**src/rtl/hvn_pkg.sv**
```systemverilog
// ============================================================================
// hvn_pkg
// Shared types and constants of the heightmap vertex normal engine.
// ============================================================================
`default_nettype none

package hvn_pkg;

   typedef logic [1:0] op_type;
   localparam op_type OP_LOAD  = 2'd0;
   localparam op_type OP_QUERY = 2'd1;
   localparam op_type OP_OOG   = 2'd2;

   localparam logic [1:0] CSR_WIDTH   = 2'd0;
   localparam logic [1:0] CSR_LENGTH  = 2'd1;
   localparam logic [1:0] CSR_STRETCH = 2'd2;

   typedef struct packed {
      op_type     op;
      logic [7:0] column;
      logic [7:0] row;
      logic [7:0] height;
   } entry_type;

   typedef struct packed {
      logic [7:0] width;
      logic [7:0] length;
      logic [7:0] stretch;
   } cfg_type;

   localparam int QUO_W = 24;

endpackage

`default_nettype wire

```
**src/rtl/hvn_queue.sv**
```systemverilog
// ============================================================================
// hvn_queue
// Two-entry request queue between front and back.
// ============================================================================
`default_nettype none

module hvn_queue (
   input  wire logic              clock,
   input  wire logic              reset,
   input  wire logic              push,
   input  wire hvn_pkg::entry_type push_entry,
   input  wire logic              pop,
   output logic                   head_valid,
   output hvn_pkg::entry_type     head,
   output logic                   full
);
   import hvn_pkg::*;

   localparam int DEPTH = 2;

   entry_type  slots_ff [DEPTH];
   logic       wr_ptr_ff, rd_ptr_ff;
   logic [1:0] count_ff;

   always_ff @(posedge clock) begin
      if (reset) begin
         wr_ptr_ff <= 1'b0;
         rd_ptr_ff <= 1'b0;
         count_ff  <= 2'd0;
      end else begin
         if (push) wr_ptr_ff <= ~wr_ptr_ff;
         if (pop) rd_ptr_ff <= ~rd_ptr_ff;
         if (push && !pop) count_ff <= count_ff + 2'd1;
         else if (pop && !push) count_ff <= count_ff - 2'd1;
      end
   end

   always_ff @(posedge clock) begin
      if (push) slots_ff[wr_ptr_ff] <= push_entry;
   end

   assign head       = slots_ff[rd_ptr_ff];
   assign head_valid = (count_ff != 2'd0);
   assign full       = (count_ff == 2'(DEPTH));

endmodule

`default_nettype wire

```
**config.mk**
```make
export PLATFORM = sky130hd
export DESIGN_NAME = hvn_queue
export DESIGN_NICKNAME = d
export VERILOG_FILES = /design/src/rtl/hvn_pkg.sv /design/src/rtl/hvn_queue.sv
export SDC_FILE = /design/constraint.sdc
export NUM_CORES = 1
export LEC_CHECK = 0
export BUFFER_PORTS_ARGS = -buffer_cell sky130_fd_sc_hd__buf_2
export CAP_MARGIN = 20
export CORE_MARGIN = 2
export CORE_UTILIZATION = 51
export CTS_CLUSTER_DIAMETER = 100
export DETAILED_ROUTE_END_ITERATION = 10
export PLACE_DENSITY = 0.78
export SKIP_CTS_REPAIR_TIMING = 1
export SYNTH_ARGS = -nofsm -noshare
export SYNTH_HDL_FRONTEND = slang
export SYNTH_SLANG_ARGS = --single-unit
```
**constraint.sdc**
```tcl
create_clock -name clock -period 2.75 [get_ports clock]
set_input_delay 0.275 -clock clock [delete_from_list [all_inputs] [get_ports clock]]
set_output_delay 0.275 -clock clock [all_outputs]
set_load 0.02 [all_outputs]
```
# [After elaboration in Yosys (flattened, before gate mapping)]
# Memory sizes are Yosys's and may differ from the RTL's. A register that Yosys moved wholly into a read port is not among the register bits.
# Cells that the tools add are included.
[word_totals] register_bits=4 latchBits=0 ram_bits=52 mem_bits_ro=0 input_bits=30 output_inout_bits=28 wordCells=21 n_memories=1
[classes] n_addsub=2 mul=0 div=0 magnitude_cmp=0 eq_ne=1 shift=0 n_mux=6 bitwise=2 reduce_logical=6
[mem_list] name="slots_ff" words=2 width=26 read_ports=1 rd_ports_with_merged_regs=1 write_ports=1 line="hvn_queue.sv:21" rtl="entry_type slots_ff [DEPTH];"
[ops] operator="$mux W1" n=4
[ops] operator="$mux W2" n=2
[ops] operator="$reduce_bool A2 Y1" n=2
[ops] operator="$add A2 B1 Y2 const B" n=1
[ops] operator="$eq A2 B2 Y1 const B" n=1
[ops] operator="$logic_and A1 B1 Y1" n=2
[ops] operator="$logic_not A1 Y1" n=2
[ops] operator="$not A1 Y1" n=2
[ops] operator="$sub A2 B1 Y2 const B" n=1

# [Logic depth before layout (Yosys ltp)]
[logic_depth] ltp_word=4 depth_mapped=5 ltp_nobuf=5

# [Least setup slack after synthesis]
# OpenSTA, ideal clock, no wires.
[synth_timing] kind="reg-to-reg" from="register wr_ptr_ff" to="memory slots_ff[0][0] (netlist name) (enable)" setup_ps=412 arrival_ps=1504 required_time_ps=2338 setup_slack_ps=834 stages_incl_launch_ff=2 cell_sequence="dfxtp_1 > nor2b_1"
[synth_lines] item="start: declaration" line="hvn_queue.sv:22" rtl="logic wr_ptr_ff, rd_ptr_ff;"
[synth_lines] item="start signal: assignment" line="hvn_queue.sv:31" rtl="if (push) wr_ptr_ff <= ~wr_ptr_ff;"
[synth_lines] item="end: declaration" line="hvn_queue.sv:21"
# No word-level cell before the write port.

==> results_dict.tcl <==
set metrics [dict create \
    grt_max_degree 27 \
    cts-root-buf "clkbuf_8" \
    clock-sinks 57 \
    irDropWorstVdd_mv 0.419 \
    min_path_type "in -> reg" \
    vias_per_cell 4.89 \
    hold_violations 0 \
    grt_pass1_vias 1115 \
    use_met3 0.0773 \
    power.density_nw_per_um2 757 \
    syn_area_per_cell_um2 20.3 \
    track_usage 0.170 \
    hpwl_mm 2.44 \
    fin_crit_ps 2070 \
    worst_setup_path_end_kind "primary output" \
    dieHeight_um 68.0 \
    die_x_um 68.0 \
    drv_slew 0 \
    drt-total-wl_mm 3.48 \
    vias 1106 \
    crit_fanout 15 \
    cts_tree "done" \
    synth_warnings 0 \
    synth_edf_count 52 \
    power.leakage_uw 0.00102 \
    seqPwrFrac 0.521 \
    ys_types 17 \
    start_util 0.527 \
    crit_path_start_kind "flip-flop" \
    finClkSkew_ps 6.13 \
    worst_ep_arrival_time_ps 1800 \
    syn_to_final_growth_pct 25.1 \
    grt-ovfl-total 0 \
    fin_nets 202 \
    synth-async-reset-ratio 0 \
    reg2reg_setup_slack_ps 1250 \
    p_int_uw 1530 \
    gr-usage-met1 0.179 \
    hold_depth 1 \
    final_area_um2 2620 \
    timing.final.crit_share 0.754 \
    p_clk_frac 0.354 \
    worst_slack_ps 677 \
    wl_per_cell_um 15.4 \
    gp_congestion 0.736 \
    grt_pass1_wl_mm 5.16 \
    fin_util 0.659 \
    placed_area_um2 2440 \
    ant_nets 0 \
    path_clk_slew_ps 60 \
    core_area_um2 3970 \
    post-place-ws_ps 1010 \
    status "complete, no violations" \
    critPathKind "reg -> out" \
    reg2reg_depth 2 \
    netSwitchingFraction 0.229 \
    critical_path_required_ps 2480 \
    regArea_um2 1660 \
    power_frac_comb 0.125 \
    numPortBuffers 57 \
    grt.busiest_layer "met2" \
    syn-num-nets 134 \
    fmax_mhz 482 \
    synth_seq_cells 57 \
    syn_inst 103 \
    cts_max_level 3 \
    clock_tree.buffer_depth 2 \
    finalPower_uw 1980 \
    multi_input_area_um2 402 \
    drt_drc_violations_left 0 \
    clock_latency_ps 320 \
    fillers 299 \
    layout-drive-gt1-share 0.574 \
    drv_cap 0 \
    antenna_found_initial 0 \
    antenna_cells 0 \
    max-slew-margin-rel 0.594 \
    tns_ps 0 \
    placementRows 23 \
    rsz0062_at_grt "no" \
    cts-buffers-inserted 9 \
    synth_flop_cell "edfxtp_1" \
    syn-cell-area_um2 2090 \
    design.die.area_um2 4630 \
    worst_pin_slew_ps 606 \
    setup_viol 0 \
    drt_first_pass_iters 4 \
    switching_power_uw 453 \
    ys_seq_area_frac 0.794 \
    drt_iter0_drc 59 \
    use_met2 0.274 \
    io_pins 58 \
]
-- cell usage in the layout (no fill, tap or decap), types with 2 or more instances in the layout --
cell,count
clkbuf_8,9
edfxtp_1,52
nor2_1,4
mux2_2,26
clkinv_2,2
clkbuf_1,3
xor2_1,2
dfxtp_1,5
buf_4,3
xnor2_1,2
buf_2,57
-- logic make-up after synthesis --
family,count (synthesis),synth area share
adder cells (fa/ha/maj),1,0.00598
AO/OA/AOI/OAI,2,0.00478
buffers and inverters,4,0.0149
AND/OR/NAND/NOR,9,0.0233
XOR/XNOR,4,0.0167
flip-flops,57,0.794
multiplexers,26,0.140
-- final timing paths --
kind | start | endpoint
setup / recovery | flip-flop | head[10]
hold / removal | push_entry[19] | slots_ff[1][19]
hold reg to reg | count_ff[1] | count_ff[1]
setup reg to reg | wr_ptr_ff | slots_ff[0][20]
-- synth_stat cells, types with 2 or more instances --
| master | n | area share |
|---|---|---|
| buf_6 | 2 | 0.011 |
| dfxtp_1 | 5 | 0.048 |
| edfxtp_1 | 52 | 0.75 |
| mux2_2 | 26 | 0.14 |
| nor2_1 | 4 | 0.0072 |
| xnor2_1 | 2 | 0.0084 |
| xor2_1 | 2 | 0.0084 |
-- per-stage QoR --
stage,instances,hold WS [ps]
global route,226,122
CTS,226,122
global placement,210,465
detailed placement,210,466
finish,226,138
floorplan,103,344
-- power by group through the flow --
stage / clock network [uW] / logic [uW] / registers, uW
5_1_grt: 766 / 268 / 1040
3_5_place_dp: 0 / 250 / 1050
4_1_cts: 720 / 251 / 1030
2_1_floorplan: 0 / 171 / 1040
3_3_place_gp: 0 / 243 / 1050
6_report: 701 / 248 / 1030
-- layer usage --
metal	vias to the layer above	part of all wire
met3	9	0.070
met1	525	0.38
met2	42	0.52
li1	530	-
met4	0	0.022
met5	-	0
-- state kept, by name, indices dropped and copies added, names as in the netlist, named ones only --
| name | cells |
|---|---|
| slots_ff | 52 |
| count_ff | 2 |
| rd_ptr_ff | 1 |
| wr_ptr_ff | 1 |
-- worst max-delay path: stages, from the launching register on --
cell and delay [ps]:
dfxtp_1 620, buf_4 330, mux2_2 370, buf_2 160
-- cell type report --
| cell class | count | area share |
|---|---|---|
| Multi-Input combinational cell | 42 | 0.154 |
| Timing Repair Buffer | 60 | 0.118 |
| Tap cell | 50 | 0.0239 |
| Inverter | 1 | 0.00143 |
| Sequential cell | 57 | 0.635 |
| Clock inverter | 4 | 0.0167 |
| Clock buffer | 12 | 0.0517 |
Note: power is estimated with default switching activity, not from simulation.
