--- src/rtl/hvn_pkg.sv ---
// ============================================================================
// hvn_pkg
// Shared types and constants of the heightmap vertex normal engine.
// ============================================================================
`default_nettype none

package hvn_pkg;

   typedef logic [1:0] op_type;
   localparam op_type OP_LOAD  = 2'd0;
   localparam op_type OP_QUERY = 2'd1;
   localparam op_type OP_OOG   = 2'd2;

   localparam logic [1:0] CSR_WIDTH   = 2'd0;
   localparam logic [1:0] CSR_LENGTH  = 2'd1;
   localparam logic [1:0] CSR_STRETCH = 2'd2;

   typedef struct packed {
      op_type     op;
      logic [7:0] column;
      logic [7:0] row;
      logic [7:0] height;
   } entry_type;

   typedef struct packed {
      logic [7:0] width;
      logic [7:0] length;
      logic [7:0] stretch;
   } cfg_type;

   localparam int QUO_W = 24;

endpackage

`default_nettype wire

--- src/rtl/hvn_front.sv ---
// ============================================================================
// hvn_front
// Control registers with clamping, request classification and queue push.
// ============================================================================
`default_nettype none

module hvn_front #(
   parameter int MAX_CELLS = 255
) (
   input  wire logic              clock,
   input  wire logic              reset,
   input  wire logic              start,
   input  wire logic              queue_full,
   input  wire logic              req_kind,
   input  wire logic [7:0]        req_column,
   input  wire logic [7:0]        req_row,
   input  wire logic [7:0]        req_height,
   input  wire logic              csr_write,
   input  wire logic [1:0]        csr_index,
   input  wire logic [7:0]        csr_data,
   output logic                   push,
   output hvn_pkg::entry_type     push_entry,
   output hvn_pkg::cfg_type       cfg
);
   import hvn_pkg::*;

   logic [7:0] width_ff, length_ff, stretch_ff;
   logic [7:0] w, l, s;
   logic       keep;
   op_type     op;

   always_ff @(posedge clock) begin
      if (reset) begin
         width_ff   <= 8'd255;
         length_ff  <= 8'd255;
         stretch_ff <= 8'd5;
      end else if (csr_write) begin
         unique case (csr_index)
            CSR_WIDTH:   width_ff   <= csr_data;
            CSR_LENGTH:  length_ff  <= csr_data;
            CSR_STRETCH: stretch_ff <= csr_data;
            default: ;
         endcase
      end
   end

   always_comb begin
      w = width_ff;
      if (w == 8'd0) w = 8'd1;
      else if (32'(w) > MAX_CELLS) w = 8'(MAX_CELLS);
      l = length_ff;
      if (l < 8'd2) l = 8'd2;
      else if (32'(l) > MAX_CELLS) l = 8'(MAX_CELLS);
      s = stretch_ff;
      if (s == 8'd0) s = 8'd1;
   end

   always_comb begin
      keep = 1'b1;
      if (!req_kind) begin
         op   = OP_LOAD;
         keep = (32'(req_column) <= MAX_CELLS) && (32'(req_row) <= MAX_CELLS);
      end else if (req_column > w || req_row > l) begin
         op = OP_OOG;
      end else begin
         op = OP_QUERY;
      end
   end

   assign cfg        = '{width: w, length: l, stretch: s};
   assign push       = start && !queue_full && keep;
   assign push_entry = '{op: op, column: req_column, row: req_row, height: req_height};

endmodule

`default_nettype wire

--- config.mk ---
export PLATFORM = sky130hd
export DESIGN_NAME = hvn_front
export DESIGN_NICKNAME = d
export VERILOG_FILES = /design/src/rtl/hvn_pkg.sv /design/src/rtl/hvn_front.sv
export SDC_FILE = /design/constraint.sdc
export NUM_CORES = 1
export LEC_CHECK = 0
export ABC_AREA = 1
export BUFFER_PORTS_ARGS = -buffer_cell sky130_fd_sc_hd__buf_2
export CORE_AREA = 2 2 68 70
export DETAILED_ROUTE_END_ITERATION = 10
export DIE_AREA = 0 0 70 72
export PLACE_DENSITY = 0.72
export SETUP_SLACK_MARGIN = 0.1
export SYNTH_ARGS = -nofsm -noshare
export SYNTH_HDL_FRONTEND = slang
export SYNTH_SLANG_ARGS = --single-unit
--- constraint.sdc ---
create_clock -name clock -period 2.2 [get_ports clock]
set_input_delay 0.22 -clock clock [delete_from_list [all_inputs] [get_ports clock]]
set_output_delay 0.22 -clock clock [all_outputs]
set_load 0.03 [all_outputs]
# After elaboration in Yosys (flattened, before gate mapping)
# Cells that the tools add are included.
# totals
input_bits	40
output_inout_bits	51
romBits	0
elab_cells	22
reg_bits	24
latchBits	0
mem_bits_rw	0
n_memories	0
# op_classes
n_div	0
mul	0
add_sub_neg	0
magnitude_cmp	3
reduce_logical	9
n_eq_ne	2
n_shift	0
bitwise	0
n_mux	5
# op_table
cell	n
8-bit 2-to-1 mux	3
8-bit > comparator	2
8-bit logical NOT	2
8-bit by 2-bit < comparator with 1-bit output, second input constant	1
2-bit AND reduction	3
2-bit 2-to-1 mux	2
2-bit by 1-bit == test with 1-bit output, second input constant	1
2-bit == test, second input constant	1
2-bit logical NOT	1
1-bit logical AND	1
1-bit logical NOT	1
1-bit logical OR	1

# Longest topological paths before layout
# Gate-level depths: netlist (run 1).
# logic_depth
ltp_word	6
ltp_mapped	15
depth_no_buf	15

# Least setup slack after synthesis (run 1)
# No wires, ideal clock.
# synth_timing
path_kind	register to output
start	register width_ff[3]
end	output push_entry[24] (netlist bit)
slack_ns	-0.696
arrival_ns	2.676
stages_incl_launch_ff	15
n_path_buf	0
cell_sequence	dfxtp_1 inv_1 nand4_1 o41ai_1 ha_1 inv_1 nand2_1 nand2_1 nand2_1 nand2_1 nand2_1 nand2_1 nand2_1 nand2_1 nor2_1
# synth_rtl
item	line_no	rtl
from (decl)	hvn_front.sv:27	logic [7:0] width_ff, length_ff, stretch_ff;
from (signal assigned)	hvn_front.sv:39	CSR_WIDTH: width_ff <= csr_data;
to (decl)	hvn_front.sv:22	output hvn_pkg::entry_type push_entry,

==> results of run 1 <==
## power breakdown
part / leakage [nW] / total [mW] / switching, mW / internal, mW
clock: 0.0216 / 0.248 / 0.126 / 0.122
sequential: 0.195 / 0.474 / 0.0165 / 0.458
combinational: 0.846 / 0.306 / 0.199 / 0.107
## cells in the final DEF, fill, tap and decap left out, drive strengths merged
cell type / instances
clkbuf: 3
nor4: 2
nand2: 41
dfxtp: 24
buf: 80
o211ai: 16
nor3: 3
o41ai: 1
ha: 16
a21o: 2
inv: 31
a21oi: 6
o21a: 1
nand4: 4
nand3: 3
o21ai: 6
nor2: 20
## tightest hold or removal path, stage by stage
cell,delay [ns]
buf_2,0.11
nand2_1,0.06
nand3_1,0.05
## kinds of logic (layout without fill, tap and decap cells)
family          count (synthesis)  in the layout  share of synthesized area
compound gates                 32             32                      0.135
flops                          24             24                      0.293
buf+inv                        79            114                      0.245
simple gates                   73             73                      0.205
fa+ha+maj                      16             16                      0.122
## per-layer routing
layer	GRT usage	vias up
li1	-	755
met1	0.180	638
met2	0.248	46
met3	0.0236	4
met4	0.0342	0
met5	0	-
## sequential cells by signal (all words and copies together), names as in the netlist
name and flops:
length_ff 8, stretch_ff 8, width_ff 8
## how the worst max path moves through the flow
stage	slack (ns)	to	startpoint	cells past startpoint
floorplan	0.06	push_entry[24]	width_ff[3]	14
global placement	0.13	push_entry[24]	length_ff[6]	15
detailed placement	0.05	push_entry[24]	length_ff[6]	15
CTS	-0.07	push_entry[24]	width_ff[7]	15
global route	-0.27	push_entry[24]	length_ff[4]	15
finish	-0.04	push_entry[24]	length_ff[5]	15
## cell type report
type                       count  area, um^2  area share
clock buffer                   3        41.3      0.0214
inverter                      31         116      0.0602
multi-input combinational    121         797       0.412
sequential                    24         485       0.251
tap                           52        65.1      0.0337
timing repair buffer          80         428       0.221
## per-stage QoR
step / std cells / power [mW] / hold WS [ns]
5_1_grt: 311 / 1.09 / 0.228
6_report: 311 / 1.03 / 0.210
4_1_cts: 308 / 1.03 / 0.209
3_5_place_dp: 303 / 0.779 / 0.440
2_1_floorplan: 224 / 0.735 / 0.329
3_3_place_gp: 303 / 0.774 / 0.440
## what timing repair did
item | in CTS | in global routing
cloned | 0 | 0
setup buffers | 2 | 3
hold buffers | 0 | 0
endpoints found under the setup margin | 2 | 2
gates resized for setup | 11 | 6
pin swaps | 2 | 1
==> results.yml, run 1 <==
outcome:
  outcome: "finished with violations"
  violations: "setup timing"
cells_and_area:
  nFillCells: 468
  utilization: 0.453
  drive_gt1_frac: 0.413
  fin_nets: 317
  area_growth_pct: 17.8
  antenna_cells: 0
  stdcell_area_um2: 1930
synth:
  syn_avg_cell_area_um2: 7.32
  synthTopCellsByCount: "nand2_1, inv_1, buf_4, dfxtp_1, clkbuf_1"
  syn_inst: 224
  synth.yosys.seq_area_share: 0.293
  syn_area_um2: 1640
  synthFlopType: "dfxtp_1"
  synth_area_leader_cell: "dfxtp_1"
  synth.most_common_cell: "nand2_1"
  synth_seq_cells: 24
  syn-num-nets: 280
  synth_edf_count: 0
  synth_area_leaders: "dfxtp_1, ha_1, buf_4"
  ys_warn_count: 0
  ys_async_sr_fraction: 0
  synth_top_area_share: 0.293
  synth.distinct_cells: 23
min_path:
  hp-class: "primary input to flip-flop"
  min_path_cells: 3
  holdPathEnd: "stretch_ff[0]"
  hold_start: "csr_data[0]"
detailed_routing:
  wl_met2_um: 1680
  drt_first_pass_iters: 4
  drtAntennaViolNets: 0
  wirelength_um: 3560
  vias: 1443
  wl_met3_um: 234
  wl_met1_um: 1620
  drtIter0Drc: 63
  vias_per_cell: 4.64
  wl_per_cell_um: 11.5
  top_layer: "met4"
  drc: 0
setup_path:
  r2r-end: "length_ff[5]"
  crit_fanout: 2
  cp-end-kind: "output pin"
  worst_path_max_delay_cell: "dfxtp_2"
  r2r-start: "length_ff[5]"
  crit_top_cell: "nand2_1"
  cpPeakStageDelay_ns: 0.33
  r2r_cells: 3
  cp_top_family: "simple AND/OR/NAND/NOR gates"
  worstPathRequired_ns: 1.98
  worstSetupPathType: "flip-flop to output pin"
  cp-start-kind: "flip-flop"
  rrSetupSlack_ns: 1.46
  cp.arrival_ns: 2.02
  crit_chain: "inv_2 > nand4_1 > nor4_2 > nor2_1 > ha_1 > nand2_1 > nand2_1 > nand2_1 > nand2_1 > nand2_1 > nand2_1 > nand2_2 > nand2_1 > nor2_2 > buf_6"
  critPathBufInv: 2
timing:
  setup_viol: 2
  period_minus_slack_ns: 2.24
  fin_ws_ns: -0.0412
  fmax_ghz: 0.446
  rsz0062_at_grt: "yes"
  finalSetupTns_ns: -0.0662
  drv_slew: 0
  finClkSkew_ns: 0
  final_min_period_over_clock_period: 1.02
  tightest_slew_ns: 0.687
  max_slew_margin: 0.541
  hold_viol: 0
floorplanning:
  pin_count: 91
  start_util: 0.385
  dieWidth_um: 70
  die_area_um2: 5040
  floorplan.rows: 24
  die_h_um: 72
  core-area_um2: 4260
placed_design:
  port_buffers: 74
  gp_congestion: 0.815
  place_area_um2: 1820
  dp_hpwl_um: 2930
  pre_cts_ws_ns: 0.0535
global_route:
  grt_pass1_wl_um: 5860
  grt_pass1_vias: 1313
  grt-ovfl-total: 0
  grt_usage: 0.140
  antenna_found_initial: 0
  grt_max_degree: 25
pwr:
  p_per_area_nw_per_um2: 532
  ir_worst_vdd_mv: 0.206
  p_leak_nw: 1.06
clocking:
  clockRootBuffer: "clkbuf_8"
  clk_path_buf_depth: 2
  cts_tree: "built"
  clkSinkCount: 24
  path_clk_slew_ns: 0.08
  ctsHtreeMaxLevel: 1
  cts_buffers: 3
  clock_latency_ns: 0.26
flow_run:
  drv_cap: 0
(Power assumes the default switching activity.)
==> run 2, diff against run 1 <==
- CORE_AREA: 2 2 68 70 -> 2 2 69 71
- DIE_AREA: 0 0 70 72 -> 0 0 71 73
- GPL_TIMING_DRIVEN: not set -> 0
- PLACE_DENSITY: 0.72 -> 0.7
==> run 2 against run 1 <==
Against the previous run: the run still ends with setup timing left; clock power grew 18%; hold slack worse by 0.015 ns; total power rose by 12%; non-clock buffer count up 59; clock-buffer cell count is 1 higher; combinational power increased by 25%; cell area is 19% higher; core utilization increased by 5.4 points; wire length increased by 4.5%; sequential share of layout area down 4.0 points; first-iteration DRC count down 13%; largest cell class unchanged.
==> results.yml, run 2 (synthesized netlist as in run 1, its figures left out) <==
detailed_routing:
  drt_first_pass_iters: 4
  vias_per_cell: 4.32
  drtIter0Drc: 55
  wirelength_um: 3720
  drtAntennaViolNets: 0
  drc: 0
  wl_per_cell_um: 9.97
  vias: 1612
timing:
  setup_viol: 2
  hold_viol: 0
  fin_ws_ns: -0.0857
  finClkSkew_ns: 0
  max_slew_margin: 0.691
  fmax_ghz: 0.438
  period_minus_slack_ns: 2.29
  rsz0062_at_grt: "yes"
  drv_slew: 0
  final_min_period_over_clock_period: 1.04
  tightest_slew_ns: 0.464
global_route:
  use_met2: 0.247
  grt_pass1_wl_um: 6010
  grt.busiest_layer: "met2"
  globalRouteMet3Util: 0.0221
  grt_usage: 0.142
  grt_pass1_vias: 1441
  grt_max_degree: 14
  use_met1: 0.184
  antenna_found_initial: 0
  grt-ovfl-total: 0
floorplanning:
  die_h_um: 73
  die_area_um2: 5180
  floorplan.rows: 25
  dieWidth_um: 71
  start_util: 0.362
  pin_count: 91
  core-area_um2: 4540
flow_run:
  drv_cap: 0
cells_and_area:
  fin_cells: 373
  register_area_um2: 485
  largestRegisters: "length_ff x8, stretch_ff x8, width_ff x8"
  multi_input_area_um2: 800
  antenna_cells: 0
  area_growth_pct: 40.2
  nFillCells: 447
  fin_nets: 376
  drive_gt1_frac: 0.455
  final_cell_mix: "buf_2, nand2_1, buf_4"
  final_common_cell: "buf_2"
setup_path:
  r2r_cells: 2
  cp.arrival_ns: 2.07
  worstPathRequired_ns: 1.98
  cp-start-kind: "flip-flop"
  crit_fanout: 2
  worstSetupPathType: "flip-flop to output pin"
  cp-end-kind: "output pin"
pwr:
  ir_worst_vdd_mv: 0.242
  p_leak_nw: 1.27
  p_per_area_nw_per_um2: 499
  power.total_mw: 1.15
placed_design:
  pre_cts_ws_ns: 0.0289
  gp_congestion: 0.765
  dp_hpwl_um: 3080
  place_inst: 360
  port_buffers: 82
min_path:
  min_path_cells: 3
  hp-class: "primary input to flip-flop"
clocking:
  cts_buffers: 3
  cts_tree: "built"
  clk_path_buf_depth: 2
  ctsHtreeMaxLevel: 1
  clockRootBuffer: "clkbuf_8"
  path_clk_slew_ns: 0.08
  clkSinkCount: 24
  holdBufCountCts: 0
  clock_latency_ns: 0.26
outcome:
  outcome: "finished with violations"
  violations: "setup timing"
[run 2: cell type report]
class / instances / area share
Clock buffer: 4 / 0.0239
Multi-Input combinational cell: 121 / 0.348
Buffer: 48 / 0.124
Inverter: 31 / 0.0506
Tap cell: 54 / 0.0294
Sequential cell: 24 / 0.211
Timing Repair Buffer: 91 / 0.213
[run 2: power by group]
part / total, mW / leakage, nW / internal (mW) / switching (mW)
Sequential: 0.474 / 0.195 / 0.458 / 0.0161
Combinational: 0.381 / 1.05 / 0.153 / 0.228
Clock: 0.293 / 0.0288 / 0.159 / 0.134
Total: 1.15 / 1.27 / 0.770 / 0.378
[run 2: per-stage QoR]
step	TNS (ns)	cell area, um^2	hold WS (ns)	utilization
2_1_floorplan	0	1670	0.329	-
3_3_place_gp	0	2140	0.458	0.473
3_5_place_dp	0	2140	0.467	0.473
4_1_cts	-0.0815	2290	0.197	0.504
5_1_grt	-0.509	2300	0.214	0.507
6_report	-0.161	2300	0.195	0.507
[run 2: final timing paths]
kind / startpoint / to / slack, ns
worst max-delay path: length_ff[7] / push_entry[25] / -0.09
worst min-delay path: csr_data[0] / stretch_ff[0] / 0.20
worst max register to register: width_ff[5] / width_ff[5] / 1.46
worst min register to register: stretch_ff[0] / stretch_ff[0] / 0.49
[run 2: per-layer routing]
metal	up-vias	routed length [um]
met4	0	31
met2	45	1790
met3	2	212
li1	873	-
met1	692	1680
met5	-	0
[run 2: what timing repair did]
action | 4_1_cts | 5_1_grt
cloned | 0 | 0
pin swaps | 1 | 1
endpoints found under the setup margin | 2 | 2
resized for setup | 15 | 2
buffers inserted | 8 | 1
[run 2: critical path: stages, from the launching register on]
cell and delay, ns:
dfxtp_2 0.33, inv_2 0.05, nand4_1 0.12, nor4_2 0.19, nor2_1 0.10, ha_1 0.30, buf_4 0.13, buf_4 0.12
nand4_1 0.09, nand2_2 0.09, a21oi_2 0.15, buf_6 0.14
